## src/hw/rtl/sha_pkg.sv

```systemverilog
// ----------------------------------------------------------------------------
// sha_pkg
// shared types and constants of the sha-256 stream hasher
// ----------------------------------------------------------------------------
package sha_pkg;

	typedef struct packed {
		logic       kind;
		logic [7:0] data_byte;
	} in_t;

	typedef struct packed {
		logic [31:0] digest_word;
		logic [2:0]  word_index;
		logic        last_word;
	} out_t;

	typedef struct packed {
		logic              last_blk;
		logic [15:0][31:0] words;
	} blk_t;

	localparam logic       KIND_APPEND = 1'b0;
	localparam logic       KIND_FINISH = 1'b1;
	localparam logic [7:0] PAD_BYTE    = 8'h80;
	localparam logic [5:0] LEN_OFFSET  = 6'd56;
	localparam logic [5:0] LAST_SLOT   = 6'd63;

	localparam logic [7:0][31:0] INIT_VEC = {
		32'h5be0cd19, 32'h1f83d9ab, 32'h9b05688c, 32'h510e527f,
		32'ha54ff53a, 32'h3c6ef372, 32'hbb67ae85, 32'h6a09e667};

	localparam logic [63:0][31:0] ROUND_K = {
		32'hc67178f2, 32'hbef9a3f7, 32'ha4506ceb, 32'h90befffa,
		32'h8cc70208, 32'h84c87814, 32'h78a5636f, 32'h748f82ee,
		32'h682e6ff3, 32'h5b9cca4f, 32'h4ed8aa4a, 32'h391c0cb3,
		32'h34b0bcb5, 32'h2748774c, 32'h1e376c08, 32'h19a4c116,
		32'h106aa070, 32'hf40e3585, 32'hd6990624, 32'hd192e819,
		32'hc76c51a3, 32'hc24b8b70, 32'ha81a664b, 32'ha2bfe8a1,
		32'h92722c85, 32'h81c2c92e, 32'h766a0abb, 32'h650a7354,
		32'h53380d13, 32'h4d2c6dfc, 32'h2e1b2138, 32'h27b70a85,
		32'h14292967, 32'h06ca6351, 32'hd5a79147, 32'hc6e00bf3,
		32'hbf597fc7, 32'hb00327c8, 32'ha831c66d, 32'h983e5152,
		32'h76f988da, 32'h5cb0a9dc, 32'h4a7484aa, 32'h2de92c6f,
		32'h240ca1cc, 32'h0fc19dc6, 32'hefbe4786, 32'he49b69c1,
		32'hc19bf174, 32'h9bdc06a7, 32'h80deb1fe, 32'h72be5d74,
		32'h550c7dc3, 32'h243185be, 32'h12835b01, 32'hd807aa98,
		32'hab1c5ed5, 32'h923f82a4, 32'h59f111f1, 32'h3956c25b,
		32'he9b5dba5, 32'hb5c0fbcf, 32'h71374491, 32'h428a2f98};

endpackage

```

## src/hw/rtl/sha_front.sv

```systemverilog
// ----------------------------------------------------------------------------
// sha_front
// packs message bytes into 64-byte blocks and generates the padding
// ----------------------------------------------------------------------------
module sha_front (
	input  logic          clk,
	input  logic          arst_n,
	input  logic          item_valid,
	output logic          item_stall,
	input  sha_pkg::in_t  item,
	output logic          blk_valid,
	input  logic          blk_stall,
	output sha_pkg::blk_t blk
);

	logic [15:0][3:0][7:0] words_q;
	logic [5:0]            fill_q;
	logic [60:0]           count_q;
	logic [7:0][7:0]       len_q;
	logic                  pad_q;
	logic                  lenph_q;
	logic                  pend_q;
	logic                  pend_last_q;

	logic       acc;
	logic       we;
	logic       pad_len;
	logic [7:0] wbyte;

	assign item_stall = pad_q || pend_q;
	assign acc        = item_valid && !item_stall;
	assign pad_len    = pad_q && (lenph_q || fill_q == sha_pkg::LEN_OFFSET);

	always_comb begin
		we    = 1'b0;
		wbyte = item.data_byte;
		if (pad_q && !pend_q) begin
			we    = 1'b1;
			wbyte = pad_len ? len_q[~fill_q[2:0]] : 8'h00;
		end else if (acc) begin
			we    = 1'b1;
			wbyte = (item.kind == sha_pkg::KIND_FINISH) ? sha_pkg::PAD_BYTE : item.data_byte;
		end
	end

	always_ff @(posedge clk) begin
		if (we) begin
			words_q[fill_q[5:2]][~fill_q[1:0]] <= wbyte;
		end
		if (acc && item.kind == sha_pkg::KIND_FINISH) begin
			len_q <= {count_q, 3'b000};
		end
		if (we && fill_q == sha_pkg::LAST_SLOT) begin
			pend_last_q <= pad_len;
		end
	end

	always_ff @(posedge clk or negedge arst_n) begin
		if (!arst_n) begin
			fill_q  <= '0;
			count_q <= '0;
			pad_q   <= 1'b0;
			lenph_q <= 1'b0;
			pend_q  <= 1'b0;
		end else begin
			if (pend_q && !blk_stall) begin
				pend_q <= 1'b0;
			end
			if (we) begin
				fill_q <= fill_q + 6'd1;
				if (fill_q == sha_pkg::LAST_SLOT) begin
					pend_q <= 1'b1;
				end
			end
			if (pad_q && we && pad_len) begin
				lenph_q <= 1'b1;
				if (fill_q == sha_pkg::LAST_SLOT) begin
					pad_q   <= 1'b0;
					lenph_q <= 1'b0;
				end
			end
			if (acc) begin
				if (item.kind == sha_pkg::KIND_FINISH) begin
					pad_q   <= 1'b1;
					count_q <= '0;
				end else begin
					count_q <= count_q + 61'd1;
				end
			end
		end
	end

	assign blk_valid    = pend_q;
	assign blk.last_blk = pend_last_q;
	assign blk.words    = words_q;

endmodule

```

## src/hw/rtl/sha_blkq.sv

```systemverilog
// ----------------------------------------------------------------------------
// sha_blkq
// two-entry block queue between packer and compression core
// ----------------------------------------------------------------------------
module sha_blkq (
	input  logic          clk,
	input  logic          arst_n,
	input  logic          push_valid,
	output logic          push_stall,
	input  sha_pkg::blk_t push_data,
	output logic          pop_valid,
	input  logic          pop_take,
	output sha_pkg::blk_t pop_data
);

	sha_pkg::blk_t mem_q [2];
	logic       wp_q;
	logic       rp_q;
	logic [1:0] cnt_q;
	logic       push;
	logic       pop;

	assign push_stall = (cnt_q == 2'd2);
	assign pop_valid  = (cnt_q != 2'd0);
	assign push       = push_valid && !push_stall;
	assign pop        = pop_valid && pop_take;
	assign pop_data   = mem_q[rp_q];

	always_ff @(posedge clk) begin
		if (push) begin
			mem_q[wp_q] <= push_data;
		end
	end

	always_ff @(posedge clk or negedge arst_n) begin
		if (!arst_n) begin
			wp_q  <= 1'b0;
			rp_q  <= 1'b0;
			cnt_q <= '0;
		end else begin
			if (push) begin
				wp_q <= ~wp_q;
			end
			if (pop) begin
				rp_q <= ~rp_q;
			end
			if (push && !pop) begin
				cnt_q <= cnt_q + 2'd1;
			end else if (pop && !push) begin
				cnt_q <= cnt_q - 2'd1;
			end
		end
	end

endmodule

```

## src/hw/rtl/sha_core.sv

```systemverilog
// ----------------------------------------------------------------------------
// sha_core
// 64-round compression, one round per cycle, and digest output
// ----------------------------------------------------------------------------
module sha_core (
	input  logic          clk,
	input  logic          arst_n,
	input  logic          blk_valid,
	output logic          blk_take,
	input  sha_pkg::blk_t blk,
	output logic          result_valid,
	input  logic          result_stall,
	output sha_pkg::out_t result
);

	localparam logic [1:0] ST_IDLE = 2'd0;
	localparam logic [1:0] ST_RND  = 2'd1;
	localparam logic [1:0] ST_ADD  = 2'd2;
	localparam logic [1:0] ST_EMIT = 2'd3;

	logic [1:0]        st_q;
	logic [5:0]        rnd_q;
	logic [2:0]        idx_q;
	logic              last_q;
	logic [7:0][31:0]  cv_q;
	logic [7:0][31:0]  v_q;
	logic [15:0][31:0] win_q;
	logic              res_vld_q;
	sha_pkg::out_t     res_q;

	logic [31:0] a, b, c, d, e, f, g, h;
	logic [31:0] s1, ch, s0, maj, t1, t2, w16, ws0, ws1;

	always_comb begin
		a   = v_q[0];
		b   = v_q[1];
		c   = v_q[2];
		d   = v_q[3];
		e   = v_q[4];
		f   = v_q[5];
		g   = v_q[6];
		h   = v_q[7];
		s1  = {e[5:0], e[31:6]} ^ {e[10:0], e[31:11]} ^ {e[24:0], e[31:25]};
		ch  = (e & f) ^ (~e & g);
		t1  = h + s1 + ch + sha_pkg::ROUND_K[rnd_q] + win_q[0];
		s0  = {a[1:0], a[31:2]} ^ {a[12:0], a[31:13]} ^ {a[21:0], a[31:22]};
		maj = (a & b) ^ (a & c) ^ (b & c);
		t2  = s0 + maj;
		ws0 = {win_q[1][6:0], win_q[1][31:7]} ^ {win_q[1][17:0], win_q[1][31:18]}
			^ {3'b000, win_q[1][31:3]};
		ws1 = {win_q[14][16:0], win_q[14][31:17]} ^ {win_q[14][18:0], win_q[14][31:19]}
			^ {10'd0, win_q[14][31:10]};
		w16 = win_q[0] + ws0 + win_q[9] + ws1;
	end

	assign blk_take     = (st_q == ST_IDLE);
	assign result_valid = res_vld_q;
	assign result       = res_q;

	always_ff @(posedge clk) begin
		unique case (st_q)
			ST_IDLE: begin
				v_q    <= cv_q;
				win_q  <= blk.words;
				last_q <= blk.last_blk;
			end
			ST_RND: begin
				v_q   <= {g, f, e, d + t1, c, b, a, t1 + t2};
				win_q <= {w16, win_q[15:1]};
			end
			ST_ADD, ST_EMIT: begin
			end
			default: begin
			end
		endcase
		if (st_q == ST_EMIT && (!res_vld_q || !result_stall)) begin
			res_q.digest_word <= cv_q[idx_q];
			res_q.word_index  <= idx_q;
			res_q.last_word   <= (idx_q == 3'd7);
		end
	end

	always_ff @(posedge clk or negedge arst_n) begin
		if (!arst_n) begin
			st_q      <= ST_IDLE;
			rnd_q     <= '0;
			idx_q     <= '0;
			cv_q      <= sha_pkg::INIT_VEC;
			res_vld_q <= 1'b0;
		end else begin
			if (res_vld_q && !result_stall) begin
				res_vld_q <= 1'b0;
			end
			unique case (st_q)
				ST_IDLE: begin
					rnd_q <= '0;
					if (blk_valid) begin
						st_q <= ST_RND;
					end
				end
				ST_RND: begin
					rnd_q <= rnd_q + 6'd1;
					if (rnd_q == 6'd63) begin
						st_q <= ST_ADD;
					end
				end
				ST_ADD: begin
					for (int i = 0; i < 8; i++) begin
						cv_q[i] <= cv_q[i] + v_q[i];
					end
					idx_q <= '0;
					st_q  <= last_q ? ST_EMIT : ST_IDLE;
				end
				ST_EMIT: begin
					if (!res_vld_q || !result_stall) begin
						res_vld_q <= 1'b1;
						idx_q     <= idx_q + 3'd1;
						if (idx_q == 3'd7) begin
							cv_q <= sha_pkg::INIT_VEC;
							st_q <= ST_IDLE;
						end
					end
				end
				default: begin
					st_q <= ST_IDLE;
				end
			endcase
		end
	end

endmodule

```

## src/hw/rtl/sha256_stream_hasher_top.sv

```systemverilog
// ----------------------------------------------------------------------------
// sha256_stream_hasher_top
// sha-256 over a byte stream, digest out as eight 32-bit words
// ----------------------------------------------------------------------------
// item channel: one transfer per message byte (kind append) or one finish
// transfer that closes the message. append bytes are taken one per cycle;
// when a 64-byte block completes, the packer stalls the item channel while it
// pushes the block into a two-entry queue, longer while that queue is full.
// the core compresses a block in 64 rounds, one per cycle, plus load and
// chaining-value add, so long messages sustain a byte rate set by the single
// round unit.
// finish: the packer generates 0x80, zero fill and the 64-bit length one byte
// per cycle while no completed block waits to be pushed, stalling the item
// channel meanwhile.
// result channel: eight transfers, word 0 first, last_word on word 7,
// from an output register; a stalled result holds and the core waits.
// after the eighth word the chaining value returns to the initial vector.
// reset clears all control state and loads the initial vector.
// ----------------------------------------------------------------------------
module sha256_stream_hasher_top (
	input  logic          clk,
	input  logic          arst_n,
	input  logic          item_valid,
	output logic          item_stall,
	input  sha_pkg::in_t  item,
	output logic          result_valid,
	input  logic          result_stall,
	output sha_pkg::out_t result
);

	logic          fb_valid;
	logic          fb_stall;
	sha_pkg::blk_t fb_blk;
	logic          qb_valid;
	logic          qb_take;
	sha_pkg::blk_t qb_blk;

	sha_front u_front (
		.clk        (clk),
		.arst_n     (arst_n),
		.item_valid (item_valid),
		.item_stall (item_stall),
		.item       (item),
		.blk_valid  (fb_valid),
		.blk_stall  (fb_stall),
		.blk        (fb_blk)
	);

	sha_blkq u_blkq (
		.clk        (clk),
		.arst_n     (arst_n),
		.push_valid (fb_valid),
		.push_stall (fb_stall),
		.push_data  (fb_blk),
		.pop_valid  (qb_valid),
		.pop_take   (qb_take),
		.pop_data   (qb_blk)
	);

	sha_core u_core (
		.clk          (clk),
		.arst_n       (arst_n),
		.blk_valid    (qb_valid),
		.blk_take     (qb_take),
		.blk          (qb_blk),
		.result_valid (result_valid),
		.result_stall (result_stall),
		.result       (result)
	);

endmodule

```

## config.mk

```make
export PLATFORM = sky130hd
export DESIGN_NAME = sha256_stream_hasher_top
export DESIGN_NICKNAME = d
export VERILOG_FILES = /design/src/hw/rtl/sha_pkg.sv /design/src/hw/rtl/sha_front.sv /design/src/hw/rtl/sha_blkq.sv /design/src/hw/rtl/sha_core.sv /design/src/hw/rtl/sha256_stream_hasher_top.sv
export SDC_FILE = /design/constraint.sdc
export NUM_CORES = 2
export LEC_CHECK = 0
export BUFFER_PORTS_ARGS = -buffer_cell sky130_fd_sc_hd__clkbuf_2
export CAP_MARGIN = 10
export CORE_UTILIZATION = 65
export CTS_CLUSTER_DIAMETER = 40
export DETAILED_ROUTE_END_ITERATION = 8
export PLACE_DENSITY = 0.77
export SLEW_MARGIN = 10
export SYNTH_ARGS = -nofsm -noshare
export SYNTH_HDL_FRONTEND = slang
export SYNTH_SLANG_ARGS = --single-unit
```

## constraint.sdc

```tcl
create_clock -name clk -period 58 [get_ports clk]
set_input_delay 2.9 -clock clk [delete_from_list [all_inputs] [get_ports clk]]
set_output_delay 2.9 -clock clk [all_outputs]
set_load 0.03 [all_outputs]
```

---- Word-level counts from Yosys, hierarchy flattened ----
Memories as Yosys holds them, arrays and structs flattened.
Cells that the tools add are included.
W data, S select, Z words.
storage, ports and cells
  register bits after elaboration ......... 1721
  memory bits (writable) .................. 1026
  bits in read-only memories .............. 2048
  input bits .............................. 13
  logic and storage cells ................. 266
  memories kept ........................... 2
operators by class
  add/sub/neg operators ................... 24
  $lt $le $gt $ge ......................... 7
  equal/unequal tests ..................... 12
  mux-type cells .......................... 46
  bitwise operators ....................... 21
  reduce and logical (&&, ||, !) cells .... 33
memories
  memory            words  bits a word  read ports  clocked after Yosys merged registers in  wr ports  RTL line        text
  (name not given)  64     32           1           0                                        0         sha_core.sv:45  t1 = h + s1 + ch + sha_pkg::ROUND_K[rnd_q] + win_q[0];
  u_blkq.mem_q      2      513          1           0                                        1         sha_blkq.sv:16  sha_pkg::blk_t mem_q [2];
operator list
  kind                     number
  $pmux W256 S2            2
  $pmux W512 S2            1
  $add A32 B32 Y32         18
  $bwmux W512              1
  $mux W256                2
  $xor A32 B32 Y32         9
  $and A32 B32 Y32         5
  $demux W32 S4            1
  $bmux W32 S3             1
  $mux W32                 3
  $add A61 B1 Y61 const B  1
  $mux W61                 1
  $mux W8                  6
  $not A32 Y32             1
  $xor A32 B22 Y32         1
  $xor A32 B29 Y32         1
  $bmux W8 S3              1
  $eq A6 B6 Y1 const B     3
  $demux W8 S2             1
  $logic_and A1 B1 Y1      15
  $mux W1                  15
  $mux W2                  7
  $add A6 B1 Y6 const B    2
  $pmux W6 S2              1
  27 further kinds         44

---- Logic depth before layout (Yosys ltp) ----
  word-level depth ........................ 10
  depth in mapped cells ................... 41
  depth with buffers taken out ............ 39

---- Modules after synthesis ----
A second synthesis with hierarchy kept.
unflattened totals
  cells, all modules ...................... 10588
  area, all modules ....................... 133865.9 µm²
modules (own cells, without submodules)
  module     instances  cells an instance  area an instance (µm²)  sequential area each (µm²)
  sha_core   1          7844               72807.3                 31049.8
  sha_blkq   1          1615               39233.9                 30909.6
  sha_front  1          1129               21824.7                 18988.2

---- Worst setup path after synthesis ----
Ideal clock, no wire load.
  kind .................................... register to register
  start point ............................. register u_blkq.cnt_q[0]
  end point ............................... memory u_blkq.mem_q[0][0] (netlist name), enable pin
  setup time .............................. 1401 ps
  arrival time ............................ 21863 ps
  required time ........................... 56599 ps
  path slack .............................. 34735 ps
  stages on the path, launching flop included .. 4
  period minus slack after synthesis ...... 23265 ps
  cells stage by stage .................... dfrtp_1 nand2b_1 nand2_1 nor2_1
on the way
  cells in the longest elaborated chain, start to end .. 5
RTL lines
  item                           RTL line        text
  from (decl)                    sha_blkq.sv:19  logic [1:0] cnt_q;
  from (signal assigned)         sha_blkq.sv:48  cnt_q <= cnt_q + 2'd1;
  from (signal assigned)         sha_blkq.sv:50  cnt_q <= cnt_q - 2'd1;
  $eq A2 B2 Y1                   sha_blkq.sv:23  assign push_stall = (cnt_q == 2'd2);
  $logic_not A1 Y1               sha_blkq.sv:25  assign push = push_valid && !push_stall;
  $logic_and A1 B1 Y1            sha_blkq.sv:25
  $mux W1                        sha_blkq.sv:30  if (push) begin
  $mux W1 (not written as such)  sha_blkq.sv:31  mem_q[wp_q] <= push_data;
  to (decl)                      sha_blkq.sv:16
No other way between the ends.

---- Final worst setup path ----
  start point ............................. register u_core.rnd_q[1]
  end point ............................... register u_core.v_q (netlist bit u_core.a[31]) (data pin)
on the way
  cells in the longest elaborated chain, start to end .. 6
RTL lines
  item                            RTL line         text
  from (decl)                     sha_core.sv:22   logic [5:0] rnd_q;
  from (signal assigned)          sha_core.sv:102  rnd_q <= rnd_q + 6'd1;
  $mem_v2 Z64 W32                 n/a
  $mux W32 (not written as such)  sha_core.sv:45
  $add A32 B32 Y32 (2 in series)  sha_core.sv:45
  $add A32 B32 Y32                sha_core.sv:68   v_q <= {g, f, e, d + t1, c, b, a, t1 + t2};
  $pmux W256 S2                   sha_core.sv:61   unique case (st_q)
  to (signal assigned)            sha_core.sv:63   v_q <= cv_q;
  to (signal assigned)            sha_core.sv:68
  to (decl)                       sha_core.sv:26   logic [7:0][31:0] v_q;
No other way between the ends. The select of a mux whose other input is x is not followed.
A chain may end at the register's enable or synchronous reset.

==> results.json <==
{
  "crit_required_ps": 58620,
  "multi_input_area_sq_mm": 0.04571,
  "finalCriticalPeriod_ps": 10550,
  "die-width_um": 448.6,
  "synth_top_area_cell": "edfxtp_1",
  "synth_simple_gate_area_share_pct": 8.262,
  "synth_top_family_by_area": "compound AO/OA/AOI/OAI gates",
  "place_inst": 12440,
  "finalCritPeriodShare_pct": 18.20,
  "synth_compound_area_share_pct": 9.825,
  "antenna_found_initial": 16,
  "drive_gt1_share_pct": 10.44,
  "hold_violations": 0,
  "cts_setup_buffers": 0,
  "tightest_slew_ps": 1249,
  "cp-end-kind": "flop",
  "arrival_ps": 11180,
  "num_vias": 84740,
  "synth-seq-cells": 2747,
  "cts_sinks": 2747,
  "cts-resized-gates": 0,
  "setup_viol": 0,
  "syn_to_final_growth_pct": 11.60,
  "start_util_pct": 65.59,
  "cts_max_path_buffers": 4,
  "avgViaCountPerCell": 6.473,
  "synth_async_sr_flop_share_pct": 12.45,
  "cp_slowest_cell": "dfrtp_1",
  "synth.top_cell.area_share_pct": 55.71,
  "syn_inst": 10090,
  "grt_pass1_wl_mm": 555.4,
  "utilization_pct": 73.20,
  "tns_ps": 0,
  "drv_slew": 0,
  "rows": 163,
  "syn_area_sq_mm": 0.1296,
  "cp-start-kind": "flop",
  "critical_path.max_fanout": 17,
  "drt_iter0_drc": 9212,
  "regArea_sq_mm": 0.08096,
  "synth_area_leaders": "edfxtp_1 (56%), nand2_1 (4.3%), mux2i_1 (4.3%)",
  "synth_xor_area_share_pct": 4.038,
  "p_leak_nw": 54.33,
  "final-instance-count-excl-fill": 13090,
  "dr.pass1.iters": 7,
  "cts_root_buf": "clkbuf_16",
  "die_area_sq_mm": 0.2012,
  "die_y_um": 448.6,
  "post-route-drc-count": 0,
  "grt-ovfl-total": 0,
  "numCtsBuffers": 364,
  "synth-edff-count": 2405,
  "power.density_mw_per_mm2": 33.19,
  "dp_hpwl_mm": 253.6,
  "postRouteWirelength_mm": 380.1,
  "yosysSeqAreaShare_pct": 62.45,
  "clkTransAtPathRegs_ps": 60,
  "synth-main-ff-cell": "edfxtp_1",
  "worstSetupPathType": "reg2reg",
  "maxCapViolCount": 0,
  "nFillCells": 12360,
  "grt_pass1_vias": 85060,
  "fmaxAchievable_mhz": 94.76,
  "cpPeakStageDelay_ps": 710,
  "ios": 51,
  "wl_per_cell_um": 29.04,
  "synthAdderAreaFrac_pct": 6.897,
  "grt_setup_unrepaired": "no",
  "synthMuxAreaShare_pct": 6.104,
  "status": "finished, final reports clean",
  "vdd_drop_max_v": 0.00005847,
  "port-buffer-count": 50,
  "syn_avg_cell_area_sq_um": 12.84,
  "fp.coreArea_sq_mm": 0.1976,
  "clkLatencyLatePin_ps": 960,
  "synth_cell_types": 92,
  "nets": 10780,
  "hold_buffers": 0,
  "finClkSkew_ps": 78.49,
  "worst_hold_slack_ps": 421.8,
  "yosysWarnings": 0,
  "maxSlewHeadroom_pct": 16.10,
  "grt_usage_pct": 37.55,
  "grt_max_degree": 205,
  "worstHoldPathType": "reg2reg",
  "syn-num-nets": 10700,
  "ant_nets": 0,
  "htreeDepth": 5,
  "tritoncts": "done",
  "gp_congestion": 1.041
}
[through the flow]
stage | setup slack [ps] | total power, mW | instance area, sq um
3_3_place_gp | 47630 | 2.597 | 132600
2_1_floorplan | 34740 | 2.460 | 129600
6_report | 47450 | 4.801 | 144700
5_1_grt | 46980 | 4.901 | 144700
4_1_cts | 47590 | 4.813 | 144700
3_5_place_dp | 47650 | 2.608 | 132600
[sequential cells by signal, indices dropped and copies added (netlist names), 36 cells and up]
signal           flops
u_front.blk        512
u_core.cv_q        256
u_blkq.mem_q      1026
u_front.len_q       61
u_core.result       36
u_core.win_q       512
u_front.count_q     61
[critical path: cells and delay by family (launching register included)]
| family | cells | cell delay (ps) |
|---|---|---|
| AND/OR/NAND/NOR | 7 | 1050 |
| XOR/XNOR | 3 | 560 |
| AO/OA/AOI/OAI | 14 | 3170 |
| flip-flops | 1 | 710 |
| buffers and inverters | 6 | 1110 |
| adder cells (fa/ha/maj) | 8 | 3620 |
[power by group]
part	total, mW	switching (mW)	internal (mW)
logic	0.265	0.228	0.0366
clock network	2.23	0.868	1.36
registers	2.31	0.0298	2.28
total	4.80	1.13	3.68
[path summary, 6_finish.rpt]
kind	startpoint	cells past startpoint	slack (ps)	endpoint
worst max-delay path	u_core.rnd_q[1]	38	47450	u_core.a[31]
worst min-delay path	u_front.blk[476]	0	420	u_blkq.mem_q[0][476]
worst max register to register	u_core.rnd_q[1]	38	47450	u_core.a[31]
worst min register to register	u_front.blk[476]	0	420	u_blkq.mem_q[0][476]
max in group asynchronous	arst_n	4	53570	u_core.cv_q[225]
min in group asynchronous	arst_n	1	1970	u_core.cv_q[223]
[kinds of logic after synthesis]
group | count (synthesis)
flip-flops | 2747
AND/OR/NAND/NOR | 2504
AO/OA/AOI/OAI | 2131
buffers and inverters | 838
multiplexers | 679
adder cells (fa/ha/maj) | 598
XOR/XNOR | 596
[routing by layer]
metal | track usage (%) | part of all wire [%]
met5 | 0 | 0.022
met4 | 25.09 | 7.8
met3 | 6.098 | 7.6
met2 | 61.53 | 48
met1 | 46.26 | 36
[area by class of cell]
type / count / area share (%)
clock inverter: 228 / 1.718
antenna: 3 / 0.005189
tap: 2640 / 2.283
inverter: 372 / 0.9704
multi-input combinational: 6508 / 31.59
timing repair buffer: 174 / 0.8752
sequential: 2747 / 55.96
clock buffer: 419 / 6.590
[Yosys cell counts, drive strengths merged (12+ instances only)]
| cell | instances |
|---|---|
| buf | 44 |
| a2111oi | 15 |
| inv | 369 |
| o21bai | 44 |
| a211oi | 52 |
| nor3 | 101 |
| nand3 | 115 |
| a22o | 15 |
| nor2b | 48 |
| or2 | 16 |
| a21oi | 461 |
| a21boi | 19 |
| ha | 401 |
| mux2i | 552 |
| nand2b | 47 |
| mux2 | 42 |
| or3 | 53 |
| a32o | 12 |
| nor2 | 456 |
| a211o | 19 |
| o22ai | 17 |
| nand4 | 44 |
| mux4 | 85 |
| nand2 | 1500 |
| xnor2 | 366 |
| nor3b | 16 |
| and3 | 42 |
| and2 | 14 |
| xor2 | 229 |
| a311oi | 17 |
| o311ai | 12 |
| dfrtp | 206 |
| o31ai | 42 |
| a21o | 204 |
| clkbuf | 422 |
| fa | 195 |
| o21a | 65 |
| o211ai | 40 |
| a31oi | 53 |
| dfstp | 136 |
| o21ai | 932 |
| nor4 | 12 |
| edfxtp | 2405 |
[cells in the final DEF, fill, tap and decap left out, types with 39 or more instances in the layout]
cell type,instances
clkbuf_2,49
mux2i_1,552
o21a_1,65
a21o_1,204
bufinv_16,39
o21bai_1,44
nor2_1,452
nor3_1,97
clkbuf_1,41
o21ai_0,906
xnor2_1,366
fa_1,195
a211oi_1,52
a21oi_1,459
nand2b_1,47
nand4_1,41
nor2b_1,48
mux4_2,85
mux2_2,42
dfrtp_1,201
and3_1,41
clkinv_2,58
or3_1,51
ha_1,401
o211ai_1,40
buf_4,118
o31ai_1,42
clkinvlp_4,41
nand2_1,1496
nand3_1,114
dfstp_2,136
a31oi_1,52
edfxtp_1,2405
clkbuf_16,371
inv_1,369
xor2_1,229
Note: power is estimated with default switching activity, not from simulation.
